## src/rtl/core/sdh_pkg.sv

```systemverilog
// Shared types and constants for the stick dead-band / hysteresis drive block.
package sdh_pkg;

  localparam int FRAC_BITS    = 14;
  localparam int ONE_Q        = 1 << FRAC_BITS;
  localparam int VAL_W        = 16;
  localparam int LIM_W        = 15;
  localparam int PULSE_W      = 12;
  localparam int SPEED_W      = 8;
  localparam int CHAN_W       = 2;
  localparam int CFG_IDX_W    = 3;
  localparam int CFG_DATA_W   = 48;
  localparam int MOTOR_CH_MAX = 2;
  localparam int SERVO_CH_MAX = 4;
  localparam int QUEUE_DEPTH  = 2;
  localparam int SPEED_GAIN   = 127;

  // shared multiplier: 17x17 signed
  localparam int MUL_W  = 17;
  localparam int PROD_W = 2 * MUL_W;
  localparam int CALC_W = 18;
  localparam int PSUM_W = 30;

  localparam logic [LIM_W-1:0]      AJ_RST        = LIM_W'(328);
  localparam logic [LIM_W-1:0]      LIM_MIN_RST   = '0;
  localparam logic [LIM_W-1:0]      LIM_MAX_RST   = LIM_W'(ONE_Q);
  localparam logic [CFG_DATA_W-1:0] PULSE_MIN_RST = 48'd68736258049000;
  localparam logic [CFG_DATA_W-1:0] PULSE_MAX_RST = 48'd137472516098000;

  typedef enum logic {
    CMD_MOTOR = 1'b0,
    CMD_SERVO = 1'b1
  } cmd_t;

  typedef enum logic [CFG_IDX_W-1:0] {
    CFG_ANTI_JITTER = 3'd0,
    CFG_M0_LIM_MIN  = 3'd1,
    CFG_M0_LIM_MAX  = 3'd2,
    CFG_M1_LIM_MIN  = 3'd3,
    CFG_M1_LIM_MAX  = 3'd4,
    CFG_PULSE_MIN   = 3'd5,
    CFG_PULSE_MAX   = 3'd6
  } cfg_idx_t;

  typedef enum logic [1:0] {
    BK_IDLE,
    BK_SCALE,
    BK_FILT,
    BK_OUT
  } bk_state_t;

  typedef struct packed {
    logic                    command;
    logic [CHAN_W-1:0]       channel;
    logic signed [VAL_W-1:0] stick_value;
  } in_item_t;

  typedef struct packed {
    logic                      kind;
    logic [CHAN_W-1:0]         out_channel;
    logic signed [SPEED_W-1:0] motor_speed;
    logic [PULSE_W-1:0]        servo_pulse_us;
    logic signed [VAL_W-1:0]   filtered_value;
  } out_item_t;

  typedef struct packed {
    logic [LIM_W-1:0]                   anti_jitter;
    logic [MOTOR_CH_MAX-1:0][LIM_W-1:0] motor_lim_min;
    logic [MOTOR_CH_MAX-1:0][LIM_W-1:0] motor_lim_max;
    logic [CFG_DATA_W-1:0]              servo_pulse_min_table;
    logic [CFG_DATA_W-1:0]              servo_pulse_max_table;
  } cfg_regs_t;

  // one classified job handed from the front to the back
  typedef struct packed {
    logic                    kind;
    logic [CHAN_W-1:0]       channel;
    logic signed [VAL_W-1:0] stick;
    logic [LIM_W-1:0]        aj;
    logic [LIM_W-1:0]        lmin;
    logic [LIM_W-1:0]        lmax;
    logic [PULSE_W-1:0]      pmin;
    logic [PULSE_W-1:0]      pmax;
  } job_t;

endpackage

```

## src/rtl/core/sdh_cfg.sv

```systemverilog
// Configuration register file for the stick drive block.
module sdh_cfg (
  input  logic                                 clk,
  input  logic                                 rst_n,
  input  logic                                 cfg_valid,
  output logic                                 cfg_ready,
  input  logic [sdh_pkg::CFG_IDX_W-1:0]        cfg_index,
  input  logic [sdh_pkg::CFG_DATA_W-1:0]       cfg_data,
  output sdh_pkg::cfg_regs_t                   regs
);
  import sdh_pkg::*;

  cfg_regs_t regs_r;

  assign cfg_ready = 1'b1;
  assign regs      = regs_r;

  always_ff @(posedge clk) begin
    if (!rst_n) begin
      regs_r.anti_jitter           <= AJ_RST;
      regs_r.motor_lim_min         <= {MOTOR_CH_MAX{LIM_MIN_RST}};
      regs_r.motor_lim_max         <= {MOTOR_CH_MAX{LIM_MAX_RST}};
      regs_r.servo_pulse_min_table <= PULSE_MIN_RST;
      regs_r.servo_pulse_max_table <= PULSE_MAX_RST;
    end else if (cfg_valid && cfg_ready) begin
      unique case (cfg_index)
        CFG_ANTI_JITTER: regs_r.anti_jitter      <= cfg_data[LIM_W-1:0];
        CFG_M0_LIM_MIN:  regs_r.motor_lim_min[0] <= cfg_data[LIM_W-1:0];
        CFG_M0_LIM_MAX:  regs_r.motor_lim_max[0] <= cfg_data[LIM_W-1:0];
        CFG_M1_LIM_MIN:  regs_r.motor_lim_min[1] <= cfg_data[LIM_W-1:0];
        CFG_M1_LIM_MAX:  regs_r.motor_lim_max[1] <= cfg_data[LIM_W-1:0];
        CFG_PULSE_MIN:   regs_r.servo_pulse_min_table <= cfg_data;
        CFG_PULSE_MAX:   regs_r.servo_pulse_max_table <= cfg_data;
        default: ;
      endcase
    end
  end

endmodule

```

## src/rtl/core/sdh_front.sv

```systemverilog
// Front end: range check, stick clamp and per-channel limit selection.
module sdh_front #(
  parameter int MOTOR_CHANNELS = sdh_pkg::MOTOR_CH_MAX,
  parameter int SERVO_CHANNELS = sdh_pkg::SERVO_CH_MAX
) (
  input  logic                in_valid,
  output logic                in_ready,
  input  sdh_pkg::in_item_t   in_data,
  input  sdh_pkg::cfg_regs_t  regs,
  input  logic                q_ready,
  output logic                q_push,
  output sdh_pkg::job_t       q_data
);
  import sdh_pkg::*;

  localparam int CMP_W = CHAN_W + 1;
  localparam logic signed [VAL_W-1:0] ONE_V   = VAL_W'(ONE_Q);
  localparam logic [LIM_W-1:0]        ONE_LIM = LIM_W'(ONE_Q);

  logic                    in_range;
  logic signed [VAL_W-1:0] v_clamp;
  logic [LIM_W-1:0]        raw_min;
  logic [LIM_W-1:0]        raw_max;
  logic [CMP_W-1:0]        chan_x;

  assign chan_x = {1'b0, in_data.channel};

  always_comb begin
    if (in_data.command == CMD_SERVO) begin
      in_range = chan_x < CMP_W'(SERVO_CHANNELS);
    end else begin
      in_range = chan_x < CMP_W'(MOTOR_CHANNELS);
    end
  end

  always_comb begin
    v_clamp = in_data.stick_value;
    if (in_data.stick_value < -ONE_V) begin
      v_clamp = -ONE_V;
    end
    if (in_data.stick_value > ONE_V) begin
      v_clamp = ONE_V;
    end
  end

  assign raw_min = regs.motor_lim_min[in_data.channel[0]];
  assign raw_max = regs.motor_lim_max[in_data.channel[0]];

  always_comb begin
    q_data.kind    = in_data.command;
    q_data.channel = in_data.channel;
    q_data.stick   = v_clamp;
    q_data.aj      = regs.anti_jitter;
    if (in_data.command == CMD_SERVO) begin
      q_data.lmin = '0;
      q_data.lmax = ONE_LIM;
    end else begin
      q_data.lmin = (raw_min > ONE_LIM) ? ONE_LIM : raw_min;
      q_data.lmax = (raw_max > ONE_LIM) ? ONE_LIM : raw_max;
    end
    q_data.pmin = regs.servo_pulse_min_table[PULSE_W*int'(in_data.channel) +: PULSE_W];
    q_data.pmax = regs.servo_pulse_max_table[PULSE_W*int'(in_data.channel) +: PULSE_W];
  end

  // out-of-range beats are taken and dropped
  assign in_ready = q_ready;
  assign q_push   = in_valid && q_ready && in_range;

endmodule

```

## src/rtl/core/sdh_queue.sv

```systemverilog
// Small job queue between the front and back ends.
module sdh_queue #(
  parameter int DEPTH = sdh_pkg::QUEUE_DEPTH
) (
  input  logic          clk,
  input  logic          rst_n,
  input  logic          push,
  output logic          ready,
  input  sdh_pkg::job_t wr_data,
  input  logic          pop,
  output logic          valid,
  output sdh_pkg::job_t rd_data
);
  import sdh_pkg::*;

  localparam int PTR_W = (DEPTH > 1) ? $clog2(DEPTH) : 1;
  localparam int CNT_W = $clog2(DEPTH + 1);
  localparam logic [PTR_W-1:0] LAST = PTR_W'(DEPTH - 1);

  job_t             mem_r [DEPTH];
  logic [PTR_W-1:0] wr_ptr_r, rd_ptr_r;
  logic [CNT_W-1:0] count_r;

  assign ready   = count_r != CNT_W'(DEPTH);
  assign valid   = count_r != '0;
  assign rd_data = mem_r[rd_ptr_r];

  always_ff @(posedge clk) begin
    if (push) begin
      mem_r[wr_ptr_r] <= wr_data;
    end
  end

  always_ff @(posedge clk) begin
    if (!rst_n) begin
      wr_ptr_r <= '0;
      rd_ptr_r <= '0;
      count_r  <= '0;
    end else begin
      if (push) begin
        wr_ptr_r <= (wr_ptr_r == LAST) ? '0 : wr_ptr_r + PTR_W'(1);
      end
      if (pop) begin
        rd_ptr_r <= (rd_ptr_r == LAST) ? '0 : rd_ptr_r + PTR_W'(1);
      end
      if (push && !pop) begin
        count_r <= count_r + CNT_W'(1);
      end else if (pop && !push) begin
        count_r <= count_r - CNT_W'(1);
      end
    end
  end

endmodule

```

## src/rtl/core/sdh_back.sv

```systemverilog
// Back end: scaling, hysteresis filter, held values and result formatting.
module sdh_back #(
  parameter int MOTOR_CHANNELS = sdh_pkg::MOTOR_CH_MAX,
  parameter int SERVO_CHANNELS = sdh_pkg::SERVO_CH_MAX
) (
  input  logic               clk,
  input  logic               rst_n,
  input  logic               q_valid,
  input  sdh_pkg::job_t      q_data,
  output logic               q_pop,
  output logic               out_valid,
  input  logic               out_ready,
  output sdh_pkg::out_item_t out_data
);
  import sdh_pkg::*;

  localparam int M_IDX_W = (MOTOR_CHANNELS > 1) ? $clog2(MOTOR_CHANNELS) : 1;
  localparam int S_IDX_W = (SERVO_CHANNELS > 1) ? $clog2(SERVO_CHANNELS) : 1;
  localparam logic signed [MUL_W-1:0] GAIN  = MUL_W'(SPEED_GAIN);
  localparam logic [PROD_W-1:0]       RND_Q = PROD_W'(ONE_Q - 1);
  localparam logic signed [VAL_W-1:0] ONE_V = VAL_W'(ONE_Q);

  bk_state_t state_r, state_nxt;
  job_t      job_r;

  logic signed [PROD_W-1:0] prod_r;
  logic signed [VAL_W-1:0]  held_r;
  logic signed [VAL_W-1:0]  motor_held_r [MOTOR_CHANNELS];
  logic signed [VAL_W-1:0]  servo_held_r [SERVO_CHANNELS];
  logic                     out_valid_r;
  out_item_t                out_data_r;

  logic                     job_load, prod_load, held_we, out_load;
  logic signed [MUL_W-1:0]  mul_a, mul_b;
  logic signed [PROD_W-1:0] prod;
  logic signed [MUL_W-1:0]  lim_span, pulse_span, stick_x, held_x;

  // filter datapath
  logic [PROD_W-1:0]        quot_adj;
  logic signed [CALC_W-1:0] quot, v_s, aj_s, lmin_s, lmax_s;
  logic signed [CALC_W-1:0] calc0, calc1, calc2, old_s, dlt, dlt_abs, calc_abs;
  logic signed [VAL_W-1:0]  old_held, held_new;

  // result datapath
  logic [PROD_W-1:0]        speed_adj;
  logic [PULSE_W:0]         pulse_sum;
  logic [PSUM_W-1:0]        pulse_base, psum;
  out_item_t                res;

  assign lim_span   = $signed({2'b00, job_r.lmax}) - $signed({2'b00, job_r.lmin});
  assign pulse_span = $signed({5'b0, job_r.pmax}) - $signed({5'b0, job_r.pmin});
  assign stick_x    = {job_r.stick[VAL_W-1], job_r.stick};
  assign held_x     = {held_r[VAL_W-1], held_r};
  assign prod       = mul_a * mul_b;

  always_comb begin
    state_nxt = state_r;
    q_pop     = 1'b0;
    job_load  = 1'b0;
    prod_load = 1'b0;
    held_we   = 1'b0;
    out_load  = 1'b0;
    mul_a     = '0;
    mul_b     = '0;
    unique case (state_r)
      BK_IDLE: begin
        if (q_valid) begin
          q_pop     = 1'b1;
          job_load  = 1'b1;
          state_nxt = BK_SCALE;
        end
      end
      BK_SCALE: begin
        mul_a     = lim_span;
        mul_b     = stick_x;
        prod_load = 1'b1;
        state_nxt = BK_FILT;
      end
      BK_FILT: begin
        held_we   = 1'b1;
        state_nxt = BK_OUT;
      end
      BK_OUT: begin
        mul_a = (job_r.kind == CMD_SERVO) ? pulse_span : GAIN;
        mul_b = held_x;
        if (!out_valid_r || out_ready) begin
          out_load  = 1'b1;
          state_nxt = BK_IDLE;
        end
      end
      default: state_nxt = BK_IDLE;
    endcase
  end

  always_comb begin
    if (job_r.kind == CMD_SERVO) begin
      old_held = servo_held_r[job_r.channel[S_IDX_W-1:0]];
    end else begin
      old_held = motor_held_r[job_r.channel[M_IDX_W-1:0]];
    end
  end

  // dead zone and rescale, snap to the ends, then apply the hysteresis step
  always_comb begin
    quot_adj = prod_r + (prod_r[PROD_W-1] ? RND_Q : '0);
    quot     = $signed(quot_adj[FRAC_BITS +: CALC_W]);
    v_s      = $signed({{(CALC_W-VAL_W){job_r.stick[VAL_W-1]}}, job_r.stick});
    aj_s     = $signed({{(CALC_W-LIM_W){1'b0}}, job_r.aj});
    lmin_s   = $signed({{(CALC_W-LIM_W){1'b0}}, job_r.lmin});
    lmax_s   = $signed({{(CALC_W-LIM_W){1'b0}}, job_r.lmax});
    if (v_s > aj_s) begin
      calc0 = lmin_s + quot;
    end else if (v_s < -aj_s) begin
      calc0 = quot - lmin_s;
    end else begin
      calc0 = '0;
    end
    calc1    = (calc0 < aj_s - lmax_s) ? -lmax_s : calc0;
    calc2    = (calc1 > lmax_s - aj_s) ? lmax_s : calc1;
    old_s    = $signed({{(CALC_W-VAL_W){old_held[VAL_W-1]}}, old_held});
    dlt      = old_s - calc2;
    dlt_abs  = dlt[CALC_W-1] ? -dlt : dlt;
    calc_abs = calc2[CALC_W-1] ? -calc2 : calc2;
    held_new = (dlt_abs > aj_s) ? calc2[VAL_W-1:0] : old_held;
    if (calc_abs < aj_s) begin
      held_new = '0;
    end
  end

  always_comb begin
    speed_adj  = prod + (prod[PROD_W-1] ? RND_Q : '0);
    pulse_sum  = {1'b0, job_r.pmax} + {1'b0, job_r.pmin};
    pulse_base = {{(PSUM_W-PULSE_W-1-FRAC_BITS){1'b0}}, pulse_sum, {FRAC_BITS{1'b0}}};
    psum       = pulse_base + prod[PSUM_W-1:0];
    res.kind           = job_r.kind;
    res.out_channel    = job_r.channel;
    res.filtered_value = held_r;
    if (job_r.kind == CMD_SERVO) begin
      res.motor_speed    = '0;
      res.servo_pulse_us = psum[PSUM_W-1] ? '0 : psum[FRAC_BITS+1 +: PULSE_W];
    end else begin
      res.motor_speed    = $signed(speed_adj[FRAC_BITS +: SPEED_W]);
      res.servo_pulse_us = '0;
    end
  end

  always_ff @(posedge clk) begin
    if (!rst_n) begin
      state_r      <= BK_IDLE;
      out_valid_r  <= 1'b0;
      motor_held_r <= '{default: '0};
      servo_held_r <= '{default: '0};
    end else begin
      state_r <= state_nxt;
      if (out_load) begin
        out_valid_r <= 1'b1;
      end else if (out_ready) begin
        out_valid_r <= 1'b0;
      end
      if (held_we) begin
        if (job_r.kind == CMD_SERVO) begin
          servo_held_r[job_r.channel[S_IDX_W-1:0]] <= held_new;
        end else begin
          motor_held_r[job_r.channel[M_IDX_W-1:0]] <= held_new;
        end
      end
    end
  end

  always_ff @(posedge clk) begin
    if (job_load) begin
      job_r <= q_data;
    end
    if (prod_load) begin
      prod_r <= prod;
    end
    if (held_we) begin
      held_r <= held_new;
    end
    if (out_load) begin
      out_data_r <= res;
    end
  end

  assign out_valid = out_valid_r;
  assign out_data  = out_data_r;

  ap_job_seq: assert property (@(posedge clk) disable iff (!rst_n)
    state_r == BK_SCALE |=> state_r == BK_FILT ##1 state_r == BK_OUT)
    else $error("back end skipped a step of the job sequence");

  ap_no_pop_busy: assert property (@(posedge clk) disable iff (!rst_n)
    state_r != BK_IDLE |-> !q_pop)
    else $error("queue popped while a job is in flight");

  ap_held_range: assert property (@(posedge clk) disable iff (!rst_n)
    out_valid_r |-> (out_data_r.filtered_value <= ONE_V &&
                     out_data_r.filtered_value >= -ONE_V))
    else $error("filtered value outside plus or minus one");

  ap_kind_fields: assert property (@(posedge clk) disable iff (!rst_n)
    out_valid_r |-> ((out_data_r.kind == CMD_SERVO && out_data_r.motor_speed == '0) ||
                     (out_data_r.kind == CMD_MOTOR && out_data_r.servo_pulse_us == '0)))
    else $error("result carries a field of the other kind");

  ap_out_hold: assert property (@(posedge clk) disable iff (!rst_n)
    state_r == BK_OUT && out_valid_r && !out_ready |=> state_r == BK_OUT)
    else $error("result overwritten while the receiver stalls");

endmodule

```

## src/rtl/core/stick_deadband_hysteresis_drive_top.sv

```systemverilog
// Stick dead-band / hysteresis drive: top level.
//
// Input channel (in_valid/in_ready/in_data): one stick sample per beat, Q2.14,
// with a motor or servo command and a channel. A beat for a channel that does
// not exist is taken and dropped without a result.
// Output channel (out_valid/out_ready/out_data): one result per valid beat,
// carrying the held filtered value and either a motor speed or a servo pulse.
// Configuration channel (cfg_valid/cfg_ready/cfg_index/cfg_data): register
// writes, always ready; write only while the block is idle.
// Each accepted beat passes through the queue and then the back-end sequence
// (queue pop, scale multiply, filter update, result multiply), which shares a
// single 17x17 multiplier; the back end takes no new job until the result of
// the last one is loaded into the result register.
// A two-entry job queue decouples the front from the back; when the receiver
// stalls, the result register holds, the back end waits, the queue fills and
// in_ready drops.
// Reset restores the register defaults and clears every held value to zero.
module stick_deadband_hysteresis_drive_top #(
  parameter int MOTOR_CHANNELS = sdh_pkg::MOTOR_CH_MAX,
  parameter int SERVO_CHANNELS = sdh_pkg::SERVO_CH_MAX,
  parameter int Q_DEPTH        = sdh_pkg::QUEUE_DEPTH
) (
  input  logic                           clk,
  input  logic                           rst_n,
  input  logic                           in_valid,
  output logic                           in_ready,
  input  sdh_pkg::in_item_t              in_data,
  output logic                           out_valid,
  input  logic                           out_ready,
  output sdh_pkg::out_item_t             out_data,
  input  logic                           cfg_valid,
  output logic                           cfg_ready,
  input  logic [sdh_pkg::CFG_IDX_W-1:0]  cfg_index,
  input  logic [sdh_pkg::CFG_DATA_W-1:0] cfg_data
);
  import sdh_pkg::*;

  cfg_regs_t regs;
  job_t      push_job, pop_job;
  logic      q_ready, q_push, q_valid, q_pop;

  sdh_cfg u_cfg (
    .clk       (clk),
    .rst_n     (rst_n),
    .cfg_valid (cfg_valid),
    .cfg_ready (cfg_ready),
    .cfg_index (cfg_index),
    .cfg_data  (cfg_data),
    .regs      (regs)
  );

  sdh_front #(
    .MOTOR_CHANNELS (MOTOR_CHANNELS),
    .SERVO_CHANNELS (SERVO_CHANNELS)
  ) u_front (
    .in_valid (in_valid),
    .in_ready (in_ready),
    .in_data  (in_data),
    .regs     (regs),
    .q_ready  (q_ready),
    .q_push   (q_push),
    .q_data   (push_job)
  );

  sdh_queue #(
    .DEPTH (Q_DEPTH)
  ) u_queue (
    .clk     (clk),
    .rst_n   (rst_n),
    .push    (q_push),
    .ready   (q_ready),
    .wr_data (push_job),
    .pop     (q_pop),
    .valid   (q_valid),
    .rd_data (pop_job)
  );

  sdh_back #(
    .MOTOR_CHANNELS (MOTOR_CHANNELS),
    .SERVO_CHANNELS (SERVO_CHANNELS)
  ) u_back (
    .clk       (clk),
    .rst_n     (rst_n),
    .q_valid   (q_valid),
    .q_data    (pop_job),
    .q_pop     (q_pop),
    .out_valid (out_valid),
    .out_ready (out_ready),
    .out_data  (out_data)
  );

endmodule

```

## config.mk

```make
export PLATFORM = sky130hd
export DESIGN_NAME = stick_deadband_hysteresis_drive_top
export DESIGN_NICKNAME = d
export VERILOG_FILES = /design/src/rtl/core/sdh_pkg.sv /design/src/rtl/core/sdh_cfg.sv /design/src/rtl/core/sdh_front.sv /design/src/rtl/core/sdh_queue.sv /design/src/rtl/core/sdh_back.sv /design/src/rtl/core/stick_deadband_hysteresis_drive_top.sv
export SDC_FILE = /design/constraint.sdc
export NUM_CORES = 2
export LEC_CHECK = 0
export BUFFER_PORTS_ARGS = -buffer_cell sky130_fd_sc_hd__buf_2
export CORE_UTILIZATION = 50
export DETAILED_ROUTE_END_ITERATION = 8
export GPL_ROUTABILITY_DRIVEN = 0
export PLACE_DENSITY = 0.69
export RECOVER_POWER = 25
export SLEW_MARGIN = 20
export SYNTH_ARGS = -nofsm -noshare
export SYNTH_HDL_FRONTEND = slang
export SYNTH_SLANG_ARGS = --single-unit
```

## constraint.sdc

```tcl
create_clock -name clk -period 15 [get_ports clk]
set_input_delay 0.75 -clock clk [delete_from_list [all_inputs] [get_ports clk]]
set_output_delay 0.75 -clock clk [all_outputs]
set_load 0.02 [all_outputs]
```

==> qor.txt <==
====================================================================================
CTS sink count                                                                   626
Share of Yosys cell area claimed by the top area cell type                     0.227
Launching element type of the critical path                                 register
Count of hold buffers inserted by post-cts repair                                  0
Cell mode on critical path                                              sky130_fd_sc_hd__buf_4
Worst Path Required                                                         15520 ps
Wire length after detailed routing                                            133 mm
Mapped Cells                                                                    4729
Number of antenna-violating nets in the routed design                              0
Clock tree from TritonCTS                                                       done
Worst skew pair latency                                                       690 ps
Via count of the first global-routing pass                                     36100
Highest-delay cell along the critical path                              sky130_fd_sc_hd__a221o_2
Number of buffer cells added on primary ports                                    115
Slew of the pin with the lowest slew margin                                  2420 ps
Total DRC errors in the routed layout                                              0
Nets@finish                                                                     5672
Dominant cells by area after synthesis                                  sky130_fd_sc_hd__edfxtp_1 (23%), sky130_fd_sc_hd__fa_1 (13%), sky130_fd_sc_hd__dfxtp_1 (12%)
RSZ-0062 raised after global routing                                            true
Number of buffer and inverter instances along the worst setup path                16
Final Slew Violations                                                            178
H-tree depth                                                                       3
Number of fill cells                                                            7845
Number of max-capacitance violations reported                                      5
Final instance area                                                      0.0541 mm^2
Vias per Instance                                                               5.91
Average instance area after synthesis                                      9.86 um^2
Netlist area before placement                                            0.0466 mm^2
Iter 0 DRT Violations                                                           3160
Fin Setup TNS                                                                   0 ps
Number of buffers on the longest clock path                                        3
Starting density of the core                                                   0.507
WL per Instance                                                              21.3 um
Syn Nets                                                                        5435
Minimum period implied by the final worst setup slack                       14730 ps
Worst clock skew                                                             66.8 ps
Vias post-DR                                                                   37000
Peak Freq                                                                   67.9 MHz
Violations in the final reports                                         capacitance limit, slew limit
Kind of end point of the critical path                                      register
Multi-input gate area in the final layout                                0.0291 mm^2
Detailed Routing Iterations Pass 1                                                 6
Unique cell type count in the Yosys netlist                                       96
First-pass GRT wire length                                                    204 mm
Area used by sequential logic in the layout                              0.0161 mm^2
Clk slew on worst S/H paths                                                    60 ps
Highest fanout seen on the critical path                                           8
Maximum number of pins on one net before global-route repair                     130
DIE AREA                                                                 0.0944 mm^2
Post-synthesis sequential element count                                          626
Root buffer cell                                                        sky130_fd_sc_hd__clkbuf_16
Overall overflow remaining after global route                                      0
X dimension of the die                                                        307 um
Largest area contributor in the synthesized netlist                     sky130_fd_sc_hd__edfxtp_1
Area of placed instances                                                 0.0499 mm^2
GRT Total Usage                                                                0.276
Period utilization                                                             0.982
Result of the run                                                       complete, but fails checks
Die height                                                                    307 um
Synthesis-to-finish area growth                                                16.1%
Largest stage delay, worst path                                               430 ps
Crit path kind                                                               reg2reg
Min-Delay Path Class                                                          in2reg
Number of antenna violations at the first check in global routing                  4
Most instantiated flip-flop cell in the synthesis netlist               sky130_fd_sc_hd__edfxtp_1
Number of enable flip-flop cells after synthesis                                 352
Detailed placer's ending HPWL                                                96.8 mm
Hold Slack                                                                    305 ps
Sequential area share after synthesis                                          0.344
Arr. time, crit path                                                        15250 ps
Fin. Hold Viols                                                                    0
Final setup violation count                                                        0
Fraction of final layout cells with drive strength greater than 1              0.180
Total CTS buffers                                                                 70
Core Rows                                                                        111
Yosys Warn Count                                                                   0
Ports placed on the boundary                                                     117
Core region area                                                         0.0919 mm^2
Max-Slew Margin vs Limit                                                      -0.611
CP top delay family                                                     compound AO/OA/AOI/OAI gates
Proportion of synthesized flip-flops having asynchronous set or reset              0
====================================================================================
==> stage by stage <==
step,std cells,util,worst slack [ps]
2_1_floorplan,4729,-,45.6
3_3_place_gp,6087,0.543,-55.1
3_5_place_dp,6088,0.543,-284
4_1_cts,6224,0.571,2.34
5_1_grt,6266,0.588,-608
6_report,6267,0.588,268
==> sequential cells by signal, indices dropped and copies added (netlist names), 16 cells and up <==
| register | cells |
|---|---|
| u_queue.mem_r | 176 |
| u_cfg.regs | 171 |
| u_back.job_r | 73 |
| u_back.servo_held_r | 64 |
| u_back.out_data | 39 |
| u_back.prod_r | 33 |
| u_back.motor_held_r | 32 |
| u_back.held_r | 16 |
==> cells in the mapped netlist, types with 50 or more instances <==
| cell | n |
|---|---|
| sky130_fd_sc_hd__mux2i_1 | 52 |
| sky130_fd_sc_hd__nor4_1 | 110 |
| sky130_fd_sc_hd__inv_1 | 448 |
| sky130_fd_sc_hd__o21ai_0 | 105 |
| sky130_fd_sc_hd__fa_1 | 295 |
| sky130_fd_sc_hd__edfxtp_1 | 352 |
| sky130_fd_sc_hd__dfxtp_1 | 274 |
| sky130_fd_sc_hd__a211o_1 | 96 |
| sky130_fd_sc_hd__mux2_2 | 98 |
| sky130_fd_sc_hd__nand2_1 | 592 |
| sky130_fd_sc_hd__clkbuf_1 | 191 |
| sky130_fd_sc_hd__xor2_1 | 50 |
| sky130_fd_sc_hd__ha_1 | 336 |
| sky130_fd_sc_hd__xnor2_1 | 141 |
| sky130_fd_sc_hd__a21o_1 | 78 |
| sky130_fd_sc_hd__nor3_1 | 57 |
| sky130_fd_sc_hd__nand3_1 | 105 |
| sky130_fd_sc_hd__a21oi_1 | 181 |
| sky130_fd_sc_hd__a21boi_0 | 123 |
| sky130_fd_sc_hd__nor2_1 | 317 |
| sky130_fd_sc_hd__a211oi_1 | 110 |
==> repair_timing <==
action / in CTS / in global routing
pin swaps: 17 / 139
cloned: 1 / 12
setup endpoints to repair: 112 / 112
resized for setup: 25 / 252
setup buffers: 6 / 35
==> tightest hold or removal path, cell delays in order <==
cell and delay (ps):
sky130_fd_sc_hd__buf_2 90, sky130_fd_sc_hd__nand2_1 40, sky130_fd_sc_hd__nand3_1 60
==> per-layer routing <==
layer / wire (um) / part of all wire / up-vias / track usage
met1: 57100 / 0.43 / 18300 / 0.378
met5: 12 / 0.000090 / - / 0
li1: - / - / 17100 / -
met3: 9550 / 0.072 / 273 / 0.0368
met2: 62000 / 0.46 / 1415 / 0.447
met4: 4760 / 0.036 / 2 / 0.104
==> cell type report <==
type,instances,area share
Clock inverter,39,0.00886
Sequential cell,626,0.297
Tap cell,1243,0.0288
Clock buffer,90,0.0349
Timing Repair Buffer,421,0.0623
Antenna cell,1,0.0000463
Inverter,448,0.0311
Multi-Input combinational cell,3399,0.537
==> cell families after synthesis <==
kind of cell	after synthesis	synth area share
simple gates	1421	0.140
compound gates	959	0.147
buf+inv	704	0.0594
fa+ha+maj	634	0.218
flops	626	0.344
xor+xnor	192	0.0362
mux	192	0.0547
other cells	1	0.0000805
==> worst paths after layout <==
check                                       start                      end  slack [ps]  cells past startpoint
worst max-delay path            u_back.prod_r[33]  u_back.servo_held_r[20]         270                     81
worst min-delay path                 cfg_data[20]           u_cfg.regs[20]         310                      3
worst max register to register  u_back.prod_r[33]  u_back.servo_held_r[20]         270                     81
worst min register to register    u_cfg.regs[165]     u_queue.mem_r[1][63]         450                      0
==> cells in the final DEF (no fill, tap or decap), drive strengths merged, types with 123 or more instances in the layout <==
cell / count
nand2: 593
inv: 452
buf: 402
edfxtp: 352
ha: 336
nor2: 319
fa: 295
dfxtp: 274
a21oi: 182
xnor2: 142
a21boi: 123
Power is left out: the tool's default activity adds up to more than one toggle a clock period on the data nets, which glitch-free logic cannot reach.
